--- src/tts_pkg.sv ---
// tts_pkg: shared types and constants for the triangle tangent space unit
// no dependencies; imported by every module of the block

package tts_pkg;

    localparam int COORD_WIDTH_DEF = 32;   // default coordinate width, Q16.16
    localparam int UNIT_W          = 16;   // width of a Q1.14 unit component
    localparam int FRAC_BITS       = 14;   // fraction bits of Q1.14
    localparam int NORM_BITS       = 30;   // aligned mantissa lies in [2^29, 2^30)
    localparam int QUOT_BITS       = 15;   // quotient bits of one normalize division
    localparam int ROOT_W          = 32;   // width of the vector length
    localparam int SUMSQ_W         = 64;   // width of the sum of squares
    localparam int NUM_FIELDS      = 5;    // x, y, z, u, v

    localparam logic signed [UNIT_W-1:0] UNIT_ONE = 16'sd16384;

    typedef enum logic [1:0] {
        ALU_MUL,
        ALU_DIV,
        ALU_SQRT
    } alu_op_t;

    typedef struct packed {
        logic    start;
        alu_op_t op;
    } alu_req_t;

    typedef struct packed {
        logic busy;
        logic done;
    } alu_stat_t;

    typedef struct packed {
        logic load;
        logic shift;
    } scale_ctl_t;

    typedef struct packed {
        logic zero;
        logic aligned;
    } scale_stat_t;

    typedef enum logic [1:0] {
        K_DET,
        K_TAN,
        K_BIN,
        K_NRM
    } vec_kind_t;

    typedef enum logic [3:0] {
        ST_IDLE,
        ST_PROD_GO,
        ST_PROD_WAIT,
        ST_NORM_LOAD,
        ST_NORM_SHIFT,
        ST_SQ_GO,
        ST_SQ_WAIT,
        ST_ROOT_GO,
        ST_ROOT_WAIT,
        ST_DIV_GO,
        ST_DIV_WAIT,
        ST_EMIT
    } seq_state_t;

endpackage

--- src/tts_if.sv ---
// tts_vtx_if and tts_res_if: valid/ready channels of the tangent space unit
// no dependencies; the unit component width is written out as 16 bits

interface tts_vtx_if #(
    parameter int CW = 32
) ();
    logic                 valid;
    logic                 ready;
    logic signed [CW-1:0] pos_x;
    logic signed [CW-1:0] pos_y;
    logic signed [CW-1:0] pos_z;
    logic signed [CW-1:0] tex_u;
    logic signed [CW-1:0] tex_v;

    modport source (output valid, pos_x, pos_y, pos_z, tex_u, tex_v, input ready);
    modport sink   (input valid, pos_x, pos_y, pos_z, tex_u, tex_v, output ready);
endinterface

interface tts_res_if ();
    logic               valid;
    logic               ready;
    logic signed [15:0] tangent_x;
    logic signed [15:0] tangent_y;
    logic signed [15:0] tangent_z;
    logic signed [15:0] binormal_x;
    logic signed [15:0] binormal_y;
    logic signed [15:0] binormal_z;
    logic signed [15:0] normal_x;
    logic signed [15:0] normal_y;
    logic signed [15:0] normal_z;
    logic               degenerate;

    modport source (output valid, tangent_x, tangent_y, tangent_z, binormal_x, binormal_y,
                    binormal_z, normal_x, normal_y, normal_z, degenerate, input ready);
    modport sink   (input valid, tangent_x, tangent_y, tangent_z, binormal_x, binormal_y,
                    binormal_z, normal_x, normal_y, normal_z, degenerate, output ready);
endinterface

--- src/tts_alu.sv ---
// tts_alu: shared bit-serial unit, one add or subtract per cycle
// multiply (shift-add), restoring divide and digit-by-digit square root; uses tts_pkg

module tts_alu
    import tts_pkg::*;
#(
    parameter int MA = 33
) (
    input  logic              clk,
    input  logic              rst_n,
    input  alu_req_t          req,
    input  logic [2*MA-1:0]   opnd_a,
    input  logic [MA-1:0]     opnd_b,
    output alu_stat_t         stat,
    output logic [2*MA-1:0]   result
);

    localparam int PW    = 2 * MA;
    localparam int CNT_W = $clog2(MA);

    alu_op_t          op_reg;
    logic             busy_reg;
    logic             done_reg;
    logic [CNT_W-1:0] cnt_reg;
    logic [PW-1:0]    acc_reg;
    logic [PW-1:0]    aux_reg;
    logic [PW-1:0]    res_reg;

    logic [PW-1:0]    x_op;
    logic [PW-1:0]    y_op;
    logic             sub;
    logic [PW:0]      sum;
    logic             ge;

    // the one adder of the block
    always_comb
    begin
        x_op = '0;
        y_op = '0;
        sub  = 1'b0;
        unique case (op_reg)
            ALU_MUL:
            begin
                x_op = PW'(acc_reg[PW-1:MA]);
                y_op = acc_reg[0] ? res_reg : '0;
            end
            ALU_DIV:
            begin
                x_op = acc_reg;
                y_op = aux_reg;
                sub  = 1'b1;
            end
            ALU_SQRT:
            begin
                x_op = acc_reg;
                y_op = res_reg | aux_reg;
                sub  = 1'b1;
            end
            default:
            begin
                x_op = '0;
            end
        endcase
        sum = sub ? ({1'b0, x_op} - {1'b0, y_op}) : ({1'b0, x_op} + {1'b0, y_op});
        ge  = ~sum[PW];
    end

    always_ff @(posedge clk or negedge rst_n)
    begin
        if (!rst_n)
        begin
            op_reg   <= ALU_MUL;
            busy_reg <= 1'b0;
            done_reg <= 1'b0;
            cnt_reg  <= '0;
        end
        else
        begin
            done_reg <= 1'b0;
            if (req.start)
            begin
                op_reg   <= req.op;
                busy_reg <= 1'b1;
                cnt_reg  <= (req.op == ALU_DIV) ? CNT_W'(QUOT_BITS - 1) : CNT_W'(MA - 1);
            end
            else if (busy_reg)
            begin
                if (cnt_reg == '0)
                begin
                    busy_reg <= 1'b0;
                    done_reg <= 1'b1;
                end
                else
                begin
                    cnt_reg <= cnt_reg - 1'b1;
                end
            end
        end
    end

    always_ff @(posedge clk)
    begin
        if (req.start)
        begin
            unique case (req.op)
                ALU_MUL:
                begin
                    acc_reg <= PW'(opnd_a[MA-1:0]);
                    res_reg <= PW'(opnd_b);
                end
                ALU_DIV:
                begin
                    acc_reg <= opnd_a;
                    aux_reg <= PW'(opnd_b) << (QUOT_BITS - 1);
                    res_reg <= '0;
                end
                ALU_SQRT:
                begin
                    acc_reg <= opnd_a;
                    aux_reg <= PW'(1) << (PW - 2);
                    res_reg <= '0;
                end
                default:
                begin
                    acc_reg <= opnd_a;
                end
            endcase
        end
        else if (busy_reg)
        begin
            unique case (op_reg)
                ALU_MUL:
                begin
                    acc_reg <= {sum[MA:0], acc_reg[MA-1:1]};
                end
                ALU_DIV:
                begin
                    if (ge)
                    begin
                        acc_reg <= sum[PW-1:0];
                    end
                    res_reg <= {res_reg[PW-2:0], ge};
                    aux_reg <= aux_reg >> 1;
                end
                ALU_SQRT:
                begin
                    if (ge)
                    begin
                        acc_reg <= sum[PW-1:0];
                        res_reg <= (res_reg >> 1) | aux_reg;
                    end
                    else
                    begin
                        res_reg <= res_reg >> 1;
                    end
                    aux_reg <= aux_reg >> 2;
                end
                default:
                begin
                    acc_reg <= acc_reg;
                end
            endcase
        end
    end

    assign stat.busy = busy_reg;
    assign stat.done = done_reg;
    assign result    = (op_reg == ALU_MUL) ? acc_reg : res_reg;

endmodule

--- src/tts_scale.sv ---
// tts_scale: aligns three magnitudes one bit a cycle while shift is set, until the largest is in [2^29, 2^30)
// uses tts_pkg for the control and status structs

module tts_scale
    import tts_pkg::*;
#(
    parameter int MW = 66
) (
    input  logic                          clk,
    input  scale_ctl_t                    ctl,
    input  logic [2:0][MW-1:0]            mag_in,
    output scale_stat_t                   stat,
    output logic [2:0][NORM_BITS-1:0]     mant
);

    logic [2:0][MW-1:0] m_reg;
    logic [MW-1:0]      all_or;
    logic               too_high;

    assign all_or   = m_reg[0] | m_reg[1] | m_reg[2];
    assign too_high = |all_or[MW-1:NORM_BITS];

    assign stat.zero    = (all_or == '0);
    assign stat.aligned = !too_high && all_or[NORM_BITS-1];

    // right shifts truncate each magnitude, left shifts are exact
    always_ff @(posedge clk)
    begin
        if (ctl.load)
        begin
            m_reg <= mag_in;
        end
        else if (ctl.shift)
        begin
            for (int i = 0; i < 3; i++)
            begin
                m_reg[i] <= too_high ? (m_reg[i] >> 1) : (m_reg[i] << 1);
            end
        end
    end

    always_comb
    begin
        for (int i = 0; i < 3; i++)
        begin
            mant[i] = m_reg[i][NORM_BITS-1:0];
        end
    end

endmodule

--- src/triangle_tangent_space_unit.sv ---
// triangle_tangent_space_unit: per-face tangent, binormal and normal from a vertex stream
// depends on tts_pkg, tts_if, tts_alu and tts_scale
//
// Vertices arrive as signed Q16.16 position and texture coordinates. The first two
// vertices of a triangle are held. The third starts the face computation and the
// input stays not ready until it is done: two determinant products, then for each
// of the three vectors (tangent, binormal, normal cross) six signed products, an
// alignment shift of one bit per cycle, three squares, a square root and three
// divisions, twenty products in all. Products, squares, root and divisions run on
// one bit-serial unit that retires one bit per cycle. The result is held in an
// output register so the next vertices are taken while it waits. A zero determinant
// or a zero vector gives all-zero vectors with degenerate set. Outputs are signed
// Q1.14.

module triangle_tangent_space_unit
    import tts_pkg::*;
#(
    parameter int COORD_WIDTH = COORD_WIDTH_DEF
) (
    input  logic     clk,
    input  logic     rst_n,
    tts_vtx_if.sink  vtx,
    tts_res_if.source res
);

    localparam int CW = COORD_WIDTH;
    localparam int OW = CW + 1;
    localparam int MA = (OW > ROOT_W) ? OW : ROOT_W;
    localparam int PW = 2 * MA;
    localparam int VW = PW + 1;

    seq_state_t state_reg, state_next;
    vec_kind_t  kind_reg;
    logic [1:0] comp_reg;
    logic       second_reg;
    logic       deg_reg;
    logic [1:0] corner_cnt_reg;
    logic       out_valid_reg;

    logic signed [CW-1:0] c1_reg [NUM_FIELDS];
    logic signed [CW-1:0] c2_reg [NUM_FIELDS];
    logic signed [CW-1:0] cur [NUM_FIELDS];
    logic signed [OW-1:0] e1_reg [3];
    logic signed [OW-1:0] e2_reg [3];
    logic signed [OW-1:0] du1_reg, dv1_reg, du2_reg, dv2_reg;

    logic                 psign_reg;
    logic signed [VW-1:0] sp1_reg;
    logic                 det_neg_reg;
    logic signed [VW-1:0] vec_reg [3];
    logic [2:0]           neg_reg;
    logic [SUMSQ_W-1:0]   s_reg;
    logic [ROOT_W-1:0]    len_reg;
    logic signed [UNIT_W-1:0] tan_reg [3];
    logic signed [UNIT_W-1:0] bin_reg [3];
    logic signed [UNIT_W-1:0] nrm_reg [3];
    logic signed [UNIT_W-1:0] out_reg [9];
    logic                 out_deg_reg;

    logic                 vtx_acc;
    logic                 emit_ok;
    logic [1:0]           j_idx, k_idx;
    logic signed [OW-1:0] opa, opb;
    logic [OW-1:0]        mag_a, mag_b;
    logic [VW-1:0]        pv;
    logic signed [VW-1:0] sp1_next, combined;
    logic                 combined_zero;
    logic signed [VW-1:0] absv [3];
    logic [2:0][PW-1:0]   mag_in;
    logic [2:0][NORM_BITS-1:0] mant;
    logic [QUOT_BITS-1:0] quot;
    logic signed [UNIT_W-1:0] unit_val;

    alu_req_t    alu_req;
    alu_stat_t   alu_stat;
    logic [PW-1:0] alu_a;
    logic [MA-1:0] alu_b;
    logic [PW-1:0] alu_res;
    scale_ctl_t  scale_ctl;
    scale_stat_t scale_stat;

    tts_alu #(.MA(MA)) u_alu (
        .clk    (clk),
        .rst_n  (rst_n),
        .req    (alu_req),
        .opnd_a (alu_a),
        .opnd_b (alu_b),
        .stat   (alu_stat),
        .result (alu_res)
    );

    tts_scale #(.MW(PW)) u_scale (
        .clk    (clk),
        .ctl    (scale_ctl),
        .mag_in (mag_in),
        .stat   (scale_stat),
        .mant   (mant)
    );

    assign cur[0] = vtx.pos_x;
    assign cur[1] = vtx.pos_y;
    assign cur[2] = vtx.pos_z;
    assign cur[3] = vtx.tex_u;
    assign cur[4] = vtx.tex_v;

    assign vtx.ready = (state_reg == ST_IDLE);
    assign vtx_acc   = vtx.valid && vtx.ready;
    assign emit_ok   = !out_valid_reg || res.ready;

    // cross product partners of the current normal component
    always_comb
    begin
        case (comp_reg)
            2'd0:
            begin
                j_idx = 2'd1;
                k_idx = 2'd2;
            end
            2'd1:
            begin
                j_idx = 2'd2;
                k_idx = 2'd0;
            end
            2'd2:
            begin
                j_idx = 2'd0;
                k_idx = 2'd1;
            end
            default:
            begin
                j_idx = 2'd0;
                k_idx = 2'd0;
            end
        endcase
    end

    // operands of the current product
    always_comb
    begin
        unique case (kind_reg)
            K_DET:
            begin
                opa = second_reg ? du2_reg : du1_reg;
                opb = second_reg ? dv1_reg : dv2_reg;
            end
            K_TAN:
            begin
                opa = second_reg ? dv1_reg : dv2_reg;
                opb = second_reg ? e2_reg[comp_reg] : e1_reg[comp_reg];
            end
            K_BIN:
            begin
                opa = second_reg ? du2_reg : du1_reg;
                opb = second_reg ? e1_reg[comp_reg] : e2_reg[comp_reg];
            end
            K_NRM:
            begin
                opa = OW'(tan_reg[second_reg ? k_idx : j_idx]);
                opb = OW'(bin_reg[second_reg ? j_idx : k_idx]);
            end
            default:
            begin
                opa = '0;
                opb = '0;
            end
        endcase
        mag_a = opa[OW-1] ? OW'(-opa) : OW'(opa);
        mag_b = opb[OW-1] ? OW'(-opb) : OW'(opb);
    end

    // signed accumulation of the two products of one term
    always_comb
    begin
        pv            = {1'b0, alu_res};
        sp1_next      = psign_reg ? -$signed(pv) : $signed(pv);
        combined      = psign_reg ? (sp1_reg + $signed(pv)) : (sp1_reg - $signed(pv));
        combined_zero = (combined == '0);
        for (int i = 0; i < 3; i++)
        begin
            absv[i]   = vec_reg[i][VW-1] ? -vec_reg[i] : vec_reg[i];
            mag_in[i] = absv[i][PW-1:0];
        end
        quot     = alu_res[QUOT_BITS-1:0];
        unit_val = neg_reg[comp_reg] ? -$signed(UNIT_W'(quot)) : $signed(UNIT_W'(quot));
    end

    always_comb
    begin
        state_next      = state_reg;
        alu_req.start   = 1'b0;
        alu_req.op      = ALU_MUL;
        alu_a           = '0;
        alu_b           = '0;
        scale_ctl.load  = 1'b0;
        scale_ctl.shift = 1'b0;
        unique case (state_reg)
            ST_IDLE:
            begin
                if (vtx_acc && corner_cnt_reg == 2'd2)
                begin
                    state_next = ST_PROD_GO;
                end
            end
            ST_PROD_GO:
            begin
                alu_req.start = 1'b1;
                alu_a         = PW'(mag_a);
                alu_b         = MA'(mag_b);
                state_next    = ST_PROD_WAIT;
            end
            ST_PROD_WAIT:
            begin
                if (alu_stat.done)
                begin
                    if (!second_reg)
                    begin
                        state_next = ST_PROD_GO;
                    end
                    else if (kind_reg == K_DET)
                    begin
                        state_next = combined_zero ? ST_EMIT : ST_PROD_GO;
                    end
                    else if (comp_reg == 2'd2)
                    begin
                        state_next = ST_NORM_LOAD;
                    end
                    else
                    begin
                        state_next = ST_PROD_GO;
                    end
                end
            end
            ST_NORM_LOAD:
            begin
                scale_ctl.load = 1'b1;
                state_next     = ST_NORM_SHIFT;
            end
            ST_NORM_SHIFT:
            begin
                if (scale_stat.zero)
                begin
                    state_next = ST_EMIT;
                end
                else if (scale_stat.aligned)
                begin
                    state_next = ST_SQ_GO;
                end
                else
                begin
                    scale_ctl.shift = 1'b1;
                end
            end
            ST_SQ_GO:
            begin
                alu_req.start = 1'b1;
                alu_a         = PW'(mant[comp_reg]);
                alu_b         = MA'(mant[comp_reg]);
                state_next    = ST_SQ_WAIT;
            end
            ST_SQ_WAIT:
            begin
                if (alu_stat.done)
                begin
                    state_next = (comp_reg == 2'd2) ? ST_ROOT_GO : ST_SQ_GO;
                end
            end
            ST_ROOT_GO:
            begin
                alu_req.start = 1'b1;
                alu_req.op    = ALU_SQRT;
                alu_a         = PW'(s_reg);
                state_next    = ST_ROOT_WAIT;
            end
            ST_ROOT_WAIT:
            begin
                if (alu_stat.done)
                begin
                    state_next = ST_DIV_GO;
                end
            end
            ST_DIV_GO:
            begin
                // rounded quotient: (m * 2^14 + len / 2) / len
                alu_req.start = 1'b1;
                alu_req.op    = ALU_DIV;
                alu_a         = (PW'(mant[comp_reg]) << FRAC_BITS) + PW'(len_reg >> 1);
                alu_b         = MA'(len_reg);
                state_next    = ST_DIV_WAIT;
            end
            ST_DIV_WAIT:
            begin
                if (alu_stat.done)
                begin
                    if (comp_reg != 2'd2)
                    begin
                        state_next = ST_DIV_GO;
                    end
                    else
                    begin
                        state_next = (kind_reg == K_NRM) ? ST_EMIT : ST_PROD_GO;
                    end
                end
            end
            ST_EMIT:
            begin
                if (emit_ok)
                begin
                    state_next = ST_IDLE;
                end
            end
            default:
            begin
                state_next = ST_IDLE;
            end
        endcase
    end

    always_ff @(posedge clk or negedge rst_n)
    begin
        if (!rst_n)
        begin
            state_reg <= ST_IDLE;
        end
        else
        begin
            state_reg <= state_next;
        end
    end

    // sequencer control registers
    always_ff @(posedge clk or negedge rst_n)
    begin
        if (!rst_n)
        begin
            kind_reg       <= K_DET;
            comp_reg       <= '0;
            second_reg     <= 1'b0;
            deg_reg        <= 1'b0;
            corner_cnt_reg <= '0;
            out_valid_reg  <= 1'b0;
        end
        else
        begin
            if (res.ready && !(state_reg == ST_EMIT && emit_ok))
            begin
                out_valid_reg <= 1'b0;
            end
            unique case (state_reg)
                ST_IDLE:
                begin
                    if (vtx_acc)
                    begin
                        corner_cnt_reg <= (corner_cnt_reg == 2'd2) ? 2'd0 : corner_cnt_reg + 1'b1;
                        kind_reg       <= K_DET;
                        comp_reg       <= '0;
                        second_reg     <= 1'b0;
                        deg_reg        <= 1'b0;
                    end
                end
                ST_PROD_WAIT:
                begin
                    if (alu_stat.done)
                    begin
                        second_reg <= !second_reg;
                        if (second_reg)
                        begin
                            if (kind_reg == K_DET)
                            begin
                                deg_reg  <= combined_zero;
                                kind_reg <= K_TAN;
                                comp_reg <= '0;
                            end
                            else
                            begin
                                comp_reg <= (comp_reg == 2'd2) ? 2'd0 : comp_reg + 1'b1;
                            end
                        end
                    end
                end
                ST_NORM_SHIFT:
                begin
                    if (scale_stat.zero)
                    begin
                        deg_reg <= 1'b1;
                    end
                    comp_reg <= '0;
                end
                ST_SQ_WAIT:
                begin
                    if (alu_stat.done)
                    begin
                        comp_reg <= (comp_reg == 2'd2) ? 2'd0 : comp_reg + 1'b1;
                    end
                end
                ST_DIV_WAIT:
                begin
                    if (alu_stat.done)
                    begin
                        if (comp_reg == 2'd2)
                        begin
                            comp_reg <= '0;
                            kind_reg <= (kind_reg == K_TAN) ? K_BIN : K_NRM;
                        end
                        else
                        begin
                            comp_reg <= comp_reg + 1'b1;
                        end
                    end
                end
                ST_EMIT:
                begin
                    if (emit_ok)
                    begin
                        out_valid_reg <= 1'b1;
                    end
                end
                default:
                begin
                    second_reg <= second_reg;
                end
            endcase
        end
    end

    // datapath registers
    always_ff @(posedge clk)
    begin
        unique case (state_reg)
            ST_IDLE:
            begin
                if (vtx_acc)
                begin
                    if (corner_cnt_reg == 2'd0)
                    begin
                        for (int f = 0; f < NUM_FIELDS; f++)
                        begin
                            c1_reg[f] <= cur[f];
                        end
                    end
                    else if (corner_cnt_reg == 2'd1)
                    begin
                        for (int f = 0; f < NUM_FIELDS; f++)
                        begin
                            c2_reg[f] <= cur[f];
                        end
                    end
                    else
                    begin
                        for (int i = 0; i < 3; i++)
                        begin
                            e1_reg[i] <= {c2_reg[i][CW-1], c2_reg[i]} - {c1_reg[i][CW-1], c1_reg[i]};
                            e2_reg[i] <= {cur[i][CW-1], cur[i]} - {c1_reg[i][CW-1], c1_reg[i]};
                        end
                        du1_reg <= {c2_reg[3][CW-1], c2_reg[3]} - {c1_reg[3][CW-1], c1_reg[3]};
                        dv1_reg <= {c2_reg[4][CW-1], c2_reg[4]} - {c1_reg[4][CW-1], c1_reg[4]};
                        du2_reg <= {cur[3][CW-1], cur[3]} - {c1_reg[3][CW-1], c1_reg[3]};
                        dv2_reg <= {cur[4][CW-1], cur[4]} - {c1_reg[4][CW-1], c1_reg[4]};
                    end
                end
            end
            ST_PROD_GO:
            begin
                psign_reg <= opa[OW-1] ^ opb[OW-1];
            end
            ST_PROD_WAIT:
            begin
                if (alu_stat.done)
                begin
                    if (!second_reg)
                    begin
                        sp1_reg <= sp1_next;
                    end
                    else if (kind_reg == K_DET)
                    begin
                        det_neg_reg <= combined[VW-1];
                    end
                    else
                    begin
                        vec_reg[comp_reg] <= combined;
                    end
                end
            end
            ST_NORM_LOAD:
            begin
                // only the sign of the determinant matters for tangent and binormal
                for (int i = 0; i < 3; i++)
                begin
                    neg_reg[i] <= vec_reg[i][VW-1] ^ (det_neg_reg && kind_reg != K_NRM);
                end
            end
            ST_SQ_WAIT:
            begin
                if (alu_stat.done)
                begin
                    s_reg <= ((comp_reg == 2'd0) ? '0 : s_reg) + alu_res[SUMSQ_W-1:0];
                end
            end
            ST_ROOT_WAIT:
            begin
                if (alu_stat.done)
                begin
                    len_reg <= alu_res[ROOT_W-1:0];
                end
            end
            ST_DIV_WAIT:
            begin
                if (alu_stat.done)
                begin
                    unique case (kind_reg)
                        K_TAN:   tan_reg[comp_reg] <= unit_val;
                        K_BIN:   bin_reg[comp_reg] <= unit_val;
                        K_NRM:   nrm_reg[comp_reg] <= unit_val;
                        default: nrm_reg[comp_reg] <= unit_val;
                    endcase
                end
            end
            ST_EMIT:
            begin
                if (emit_ok)
                begin
                    for (int i = 0; i < 3; i++)
                    begin
                        out_reg[i]     <= deg_reg ? '0 : tan_reg[i];
                        out_reg[3 + i] <= deg_reg ? '0 : bin_reg[i];
                        out_reg[6 + i] <= deg_reg ? '0 : nrm_reg[i];
                    end
                    out_deg_reg <= deg_reg;
                end
            end
            default:
            begin
                len_reg <= len_reg;
            end
        endcase
    end

    assign res.valid      = out_valid_reg;
    assign res.tangent_x  = out_reg[0];
    assign res.tangent_y  = out_reg[1];
    assign res.tangent_z  = out_reg[2];
    assign res.binormal_x = out_reg[3];
    assign res.binormal_y = out_reg[4];
    assign res.binormal_z = out_reg[5];
    assign res.normal_x   = out_reg[6];
    assign res.normal_y   = out_reg[7];
    assign res.normal_z   = out_reg[8];
    assign res.degenerate = out_deg_reg;

    // the serial unit is never restarted while it still works
    a_alu_free: assert property (@(posedge clk) disable iff (!rst_n)
        alu_req.start |-> !alu_stat.busy)
        else $error("serial unit started while busy");

    // a third vertex transfer closes the input until the face is done
    a_third_blocks: assert property (@(posedge clk) disable iff (!rst_n)
        (vtx_acc && corner_cnt_reg == 2'd2) |=> !vtx.ready)
        else $error("input ready right after a third vertex");

    // a degenerate face carries zero vectors, sampled on tangent_x, binormal_y and normal_z
    a_deg_zero: assert property (@(posedge clk) disable iff (!rst_n)
        (res.valid && res.degenerate) |-> (res.tangent_x == '0 && res.binormal_y == '0
            && res.normal_z == '0))
        else $error("degenerate result with nonzero vector");

    // unit components never exceed one in magnitude, sampled on normal_x and tangent_y
    a_unit_range: assert property (@(posedge clk) disable iff (!rst_n)
        res.valid |-> (res.normal_x <= UNIT_ONE && res.normal_x >= -UNIT_ONE
            && res.tangent_y <= UNIT_ONE && res.tangent_y >= -UNIT_ONE))
        else $error("unit component out of range");

endmodule

--- src/flat_wrapper.sv ---
// flat-port wrapper written by rule: the top's interface ports become plain ports
module triangle_tangent_space_unit_flat import tts_pkg::*;
#(
    parameter int COORD_WIDTH = COORD_WIDTH_DEF
)
  (clk, rst_n, vtx_valid, vtx_pos_x, vtx_pos_y, vtx_pos_z, vtx_tex_u, vtx_tex_v, vtx_ready, res_valid, res_tangent_x, res_tangent_y, res_tangent_z, res_binormal_x, res_binormal_y, res_binormal_z, res_normal_x, res_normal_y, res_normal_z, res_degenerate, res_ready);
  tts_vtx_if #(.CW(COORD_WIDTH_DEF)) vtx_i ();
  tts_res_if res_i ();
  input  logic clk;
  input  logic rst_n;
  input wire logic [$bits(vtx_i.valid)-1:0] vtx_valid;
  input wire logic [$bits(vtx_i.pos_x)-1:0] vtx_pos_x;
  input wire logic [$bits(vtx_i.pos_y)-1:0] vtx_pos_y;
  input wire logic [$bits(vtx_i.pos_z)-1:0] vtx_pos_z;
  input wire logic [$bits(vtx_i.tex_u)-1:0] vtx_tex_u;
  input wire logic [$bits(vtx_i.tex_v)-1:0] vtx_tex_v;
  output wire logic [$bits(vtx_i.ready)-1:0] vtx_ready;
  output wire logic [$bits(res_i.valid)-1:0] res_valid;
  output wire logic [$bits(res_i.tangent_x)-1:0] res_tangent_x;
  output wire logic [$bits(res_i.tangent_y)-1:0] res_tangent_y;
  output wire logic [$bits(res_i.tangent_z)-1:0] res_tangent_z;
  output wire logic [$bits(res_i.binormal_x)-1:0] res_binormal_x;
  output wire logic [$bits(res_i.binormal_y)-1:0] res_binormal_y;
  output wire logic [$bits(res_i.binormal_z)-1:0] res_binormal_z;
  output wire logic [$bits(res_i.normal_x)-1:0] res_normal_x;
  output wire logic [$bits(res_i.normal_y)-1:0] res_normal_y;
  output wire logic [$bits(res_i.normal_z)-1:0] res_normal_z;
  output wire logic [$bits(res_i.degenerate)-1:0] res_degenerate;
  input wire logic [$bits(res_i.ready)-1:0] res_ready;
  assign vtx_i.valid = vtx_valid;
  assign vtx_i.pos_x = vtx_pos_x;
  assign vtx_i.pos_y = vtx_pos_y;
  assign vtx_i.pos_z = vtx_pos_z;
  assign vtx_i.tex_u = vtx_tex_u;
  assign vtx_i.tex_v = vtx_tex_v;
  assign vtx_ready = vtx_i.ready;
  assign res_valid = res_i.valid;
  assign res_tangent_x = res_i.tangent_x;
  assign res_tangent_y = res_i.tangent_y;
  assign res_tangent_z = res_i.tangent_z;
  assign res_binormal_x = res_i.binormal_x;
  assign res_binormal_y = res_i.binormal_y;
  assign res_binormal_z = res_i.binormal_z;
  assign res_normal_x = res_i.normal_x;
  assign res_normal_y = res_i.normal_y;
  assign res_normal_z = res_i.normal_z;
  assign res_degenerate = res_i.degenerate;
  assign res_i.ready = res_ready;
  triangle_tangent_space_unit #(.COORD_WIDTH(COORD_WIDTH)) u_core (.clk(clk), .rst_n(rst_n), .vtx(vtx_i), .res(res_i));
endmodule
--- config.mk ---
export PLATFORM = sky130hd
export DESIGN_NAME = triangle_tangent_space_unit_flat
export DESIGN_NICKNAME = d
export VERILOG_FILES = /design/src/tts_pkg.sv /design/src/tts_if.sv /design/src/tts_alu.sv /design/src/tts_scale.sv /design/src/triangle_tangent_space_unit.sv /design/src/flat_wrapper.sv
export SDC_FILE = /design/constraint.sdc
export NUM_CORES = 2
export LEC_CHECK = 0
export BUFFER_PORTS_ARGS = -buffer_cell sky130_fd_sc_hd__buf_2
export CAP_MARGIN = 20
export CORE_MARGIN = 4
export CORE_UTILIZATION = 55
export CTS_CLUSTER_SIZE = 28
export DETAILED_ROUTE_END_ITERATION = 10
export GPL_TIMING_DRIVEN = 0
export PLACE_DENSITY = 0.8
export SETUP_SLACK_MARGIN = 0.2
export SYNTH_ARGS = -nofsm -noshare
export SYNTH_HDL_FRONTEND = slang
export SYNTH_SLANG_ARGS = --single-unit
--- constraint.sdc ---
create_clock -name clk -period 16.55 [get_ports clk]
set_input_delay 0.8275 -clock clk [delete_from_list [all_inputs] [get_ports clk]]
set_output_delay 0.8275 -clock clk [all_outputs]
set_load 0.05 [all_outputs]
Yosys cells after proc, flatten, opt, wreduce, memory -nomap -nowiden
Memory sizes are Yosys's and may differ from the RTL's.
Cells that the tools add are included.
Widths: inputs -> output; s select.
- multiplexer cells: 156
- reductions and logical operators: 51
- bitwise gates (word level): 13
- add/subtract/negate cells: 26
- order comparisons: 1
- equality and inequality tests: 41
- operators by type and width (cell ; number):
    $mux 66 ; 18
    $pmux 66 s2 ; 6
    $mux 198 ; 2
    $sub 32x32->33 ; 10
    $pmux 66 s4 ; 1
    $mux 33 ; 6
    $neg 66->66 ; 3
    $or 66x66->66 ; 3
    $pmux 33 s3 ; 2
    $pmux 66 s3 ; 1
    $mux 16 ; 11
    $mux 67 ; 2
    $pmux 33 s4 ; 1
    $add 66x66->67 ; 1
    $add 67x67->67 ; 1
    $logic_not 67->1 ; 1
    $neg 66->67 ; 1
    $sub 66x66->67 ; 1
    $sub 67x67->67 ; 1
    $logic_not 66->1 ; 1
    $neg 33->33 ; 2
    $or 65x66->66 ; 1
    $add 64x64->64 ; 1
    $mux 64 ; 1
    51 further kinds ; 210
- memories kept: 9
- bits in writable memories: 1007
- bits in registers: 720
- logic and storage cells: 326
- memory list (memory ; depth ; width ; rd ports ; clocked after Yosys merged registers in ; write ports ; RTL line ; source):
    u_core.vec_reg ; 3 ; 67 ; 3 ; 0 ; 1 ; triangle_tangent_space_unit.sv:50 ; logic signed [VW-1:0] vec_reg [3];
    u_core.c1_reg ; 5 ; 32 ; 5 ; 0 ; 5 ; triangle_tangent_space_unit.sv:40 ; logic signed [CW-1:0] c1_reg [NUM_FIELDS];
    u_core.c2_reg ; 5 ; 32 ; 5 ; 0 ; 5 ; triangle_tangent_space_unit.sv:41 ; logic signed [CW-1:0] c2_reg [NUM_FIELDS];
    u_core.out_reg ; 9 ; 16 ; 9 ; 0 ; 9 ; triangle_tangent_space_unit.sv:57 ; logic signed [UNIT_W-1:0] out_reg [9];
    u_core.e1_reg ; 3 ; 33 ; 1 ; 0 ; 3 ; triangle_tangent_space_unit.sv:43 ; logic signed [OW-1:0] e1_reg [3];
    u_core.e2_reg ; 3 ; 33 ; 1 ; 0 ; 3 ; triangle_tangent_space_unit.sv:44 ; logic signed [OW-1:0] e2_reg [3];
    +3 memories ; -- ; -- ; -- ; -- ; -- ; -- ;

Logic depth before layout (Yosys ltp)
- word-level depth: 10
- gate-level depth with buffers: 37
- mapped depth without buffers: 31

Hierarchy
From an unflattened synthesis, not the netlist that was laid out.
- cells, all modules: 10549
- area total of the unflattened synthesis: 109791.5 µm²
- modules (own cells, without submodules) (module ; area each (µm²) ; cells each ; instances ; sequential area each (µm²)):
    triangle_tangent_space_unit ; 80275.7 ; 7433 ; 1 ; 39603.0
    tts_alu ; 18634.1 ; 2213 ; 1 ; 6165.9
    tts_scale ; 10881.7 ; 903 ; 1 ; 5945.7

Worst setup path before layout
OpenSTA, ideal clock, no wires.
- path type: register -> register
- from: register u_core.state_reg[2]
- to: memory u_core.c1_reg[0][0] (enable)
- data arrival time: 12.502 ns
- period minus slack after synthesis: 13.382 ns
- stages on the path, launching flop included: 6
- setup slack: 3.168 ns
- cells stage by stage: dfrtp_1 -> or3_1 -> or2_2 -> inv_1 -> nand2_1 -> nor3_1
- RTL lines (element ; RTL line ; source):
    start, declared ; triangle_tangent_space_unit.sv:32 ; seq_state_t state_reg, state_next;
    start signal, assigned ; triangle_tangent_space_unit.sv:326 ; state_reg <= state_next;
    end, declared ; triangle_tangent_space_unit.sv:40 ;

Final worst setup path
- from: register u_core.u_alu.op_reg[1]
- to: register u_core.u_alu.res_reg[31] (data pin)
- longest elaborated chain between the ends: 9
- elaborated cells between the ends (all ways): 14
- those cells by class: add/sub (2); eq/ne (2); mux (8); reduce/logical (2)
- RTL lines (element ; RTL line ; source):
    start, declared ; tts_alu.sv:21 ; alu_op_t op_reg;
    start signal, assigned ; tts_alu.sv:82 ; op_reg <= req.op;
    $eq 2x2->1 or $eq 2x1->1 (tied branches) ; tts_alu.sv:41, tts_alu.sv:131 ;
    $reduce_or 2->1 (no line) ; -- ;
    $pmux 66 s2 ; tts_alu.sv:41 ; unique case (op_reg)
    $add 66x66->67 or $sub 66x66->67 (tied branches) ; tts_alu.sv:64 ; sum = sub ? ({1'b0, x_op} - {1'b0, y_op}) : ({1'b0, x_op} + {1'b0, y_op});
    $mux 67 ; tts_alu.sv:64 ;
    $mux 66 ; tts_alu.sv:147 ; if (ge)
    $pmux 66 s2 (*) ; tts_alu.sv:131 ; unique case (op_reg)
    $mux 66 (*) ; tts_alu.sv:129 ; else if (busy_reg)
    $mux 66 (*) ; tts_alu.sv:103 ; if (req.start)
    end signal, assigned ; tts_alu.sv:109 ; res_reg <= PW'(opnd_b);
    end signal, assigned ; tts_alu.sv:150 ; res_reg <= (res_reg >> 1) | aux_reg;
    end signal, assigned ; tts_alu.sv:154 ; res_reg <= res_reg >> 1;
    end, declared ; tts_alu.sv:27 ; logic [PW-1:0] res_reg;
Every way passes the cells marked *; elsewhere a longest branch is shown, timed or not. The select of a mux whose other input is x is not followed.
A chain may end at the register's enable or synchronous reset.

==> reports/metrics.csv <==
metric;value;unit
status;complete, no violations;
fillers;15500;
ys_ff_latch;1726;
slew_headroom;11.5;%
synthesis.nets;10800;
final_cell_mix;edfxtp_1 (1,703), nand2_1 (872), nor2_1 (743);
clock_path_buffers;3;
grt_setup_unrepaired;false;
finClkSkew;0.0859;ns
cts-resized-gates;0;
r2r_start;u_core.u_alu.op_reg[1];
rows;161;
wl_per_cell;31.1;um
start_util;55.2;%
setup_viol;0;
coreArea;192000;um^2
cp_common_cell;clkbuf_1;
drc;0;
grt-ovfl-total;0;
routed_wl;416000;um
die_w;448;um
largest_reg_flops;201;
port_buffers;310;
grt_pass1_wl;587000;um
grt_max_degree;79;
ys_seq_area_share;48.7;%
layout_min_cycle_time;12.46;ns
ir_drop;146;uV
synth_flop_cell;edfxtp_1;
leakage;44.8;nW
critPathArrivalTime;13.09;ns
multiInputGateArea;51600;um^2
hold_buffers;0;
synth-xor-area-share;7.41;%
finalHoldViolCount;0;
grt_pass1_vias;84600;
critPathLaunch;u_core.u_alu.op_reg[1];
hold_path.class;in2async;
grt_antenna_before_repair;24;
ant_nets;0;
regArea;51700;um^2
timing.fmax;80.3;MHz
worstMarginPinSlew;1.33;ns
dpl.hpwl;331000;um
clock_sinks;1726;
cts_max_level;4;
firstDrtPassIters;6;
power.density;246;nW/um^2
syn2layout_area_growth;12.6;%
yosys_warnings;0;
clock-root-buffer;clkbuf_16;
cts_buffers;190;
synth.avg_cell_area;10.6;um^2
yosys.area_share.simple;13.2;%
power;29.4;mW
cts_tree;yes;
io_pins;311;
die_h;448;um
final_common_cell;edfxtp_1;
drive_gt1_share;9.48;%
synth-compound-area-share;16.1;%
maxCapViolCount;0;
yosys-mux-area-fraction;4.72;%
synthesis.instances;10000;
cp.required;17.18;ns
clk-insertion-delay-late;0.89;ns
drt-initial-drc-count;10500;
die_area;200000;um^2
finalWeightedCongestion;1.04;
vias;87800;
endpoint_kind;flip-flop;
synth_top_family_by_area;compound AO/OA/AOI/OAI gates;
fin_nets;11400;
yosysUniqueCellTypes;113;
tns;0;ns
cts_setup_buffers;0;
synthArstFlopShare;1.33;%
slowest_delay;0.84;ns
fin_crit_sh;75.3;%
grtUsageTotal;40.6;%
netlist_area;106000;um^2
clk_pin_slew;0.06;ns
vias_per_cell;6.56;
worstSetupPathType;reg2reg;
final_max_slew_viol_count;0;
cp_slowest_cell;a21oi_1;
synthAdderAreaFrac;6.87;%
critical_path.max_fanout;10;
synth_edf_count;1703;
critPathLaunchType;flip-flop;
==> cell usage after synthesis, drive strengths merged (33+ instances only) <==
cell type     n  area (um^2)
buf         117          546
nor2b       241         1510
nor2        753         2830
a31oi       165         1030
a21boi       36          270
a221o        33          330
and2        162         1010
edfxtp     1703        51100
a221oi       59          523
o21bai       63          473
o21ai       622         3120
a211oi      100          773
or4          39          297
nand4        57          363
o31ai        83          633
xor2        321         2810
a21oi       602         3020
o21a        113          848
clkbuf      295         1110
a22o         60          526
a22oi        99          743
nor3        178          912
o22ai       106          663
a21o        191         1430
mux2         69          781
mux2i       383         3870
nand2b      131          820
xnor2       577         5060
or2          44          275
nor4         97          643
and3         63          395
inv         413         1550
or3          83          519
nand3       128          641
nand2       874         3280
o221ai       44          385
ha          561         7020
==> per-layer routing <==
metal / global-route usage, % / wire length (um)
met1: 50.2 / 155000
met2: 63.6 / 187000
met3: 7.27 / 35400
met4: 30.3 / 37900
met5: 0 / 69
==> worst paths after layout <==
check | end | slack (ns) | cells past startpoint
min | u_core.res.valid | 0.09 | 1
max reg2reg | u_core.u_alu.res_reg[31] | 4.09 | 34
min in group clk | u_core.c2_reg[0][59] | 0.17 | 1
min reg2reg | u_core.res.degenerate | 0.47 | 0
max in group asynchronous | u_core.u_alu.busy_reg | 15.85 | 1
max | u_core.u_alu.res_reg[31] | 4.09 | 34
==> per-stage QoR <==
step	instances	setup WS [ns]	instance area, um^2	util (%)	hold slack (ns)
after floorplan	10000	3.17	106000	-	0.423
after global placement	12900	-5.33	111000	57.7	0.451
after detailed placement	13000	4.76	113000	58.8	0.451
after CTS	13400	4.71	120000	62.2	0.0674
after global routing	13400	3.93	120000	62.2	0.0897
final	13400	4.09	120000	62.2	0.0875
==> layout make-up <==
type                    instances  area share, %
plain buffers                 412           1.38
multi-input cells            7483           43.1
well taps                    2526           2.64
repair buffers                454           2.87
clock buffers                 229           4.18
inverters                     416           1.30
flip-flops and latches       1726           43.2
diodes                         10         0.0209
clock inverters               124           1.29
==> critical path, delay by kind of cell, from the launching register on <==
kind / cells / cell delay, ns
adders and majority gates: 3 / 1.09
AOI/OAI and AO/OA: 13 / 5.01
DFF: 1 / 0.59
and+or+nand+nor: 7 / 1.80
muxes: 1 / 0.25
xor gates and xnor gates: 1 / 0.22
buffers and inverters: 9 / 3.20
==> cells by family after synthesis <==
group,after synthesis
AOI/OAI and AO/OA,2627
adders and majority gates,575
DFF,1726
xor gates and xnor gates,898
and+or+nand+nor,2915
buffers and inverters,828
muxes,468
==> power breakdown <==
part	internal (mW)	switching, mW
Clock	2.61	1.90
Combinational	5.48	12.0
Sequential	6.62	0.803
Total	14.7	14.7
Power figures use the tool's default switching activity.
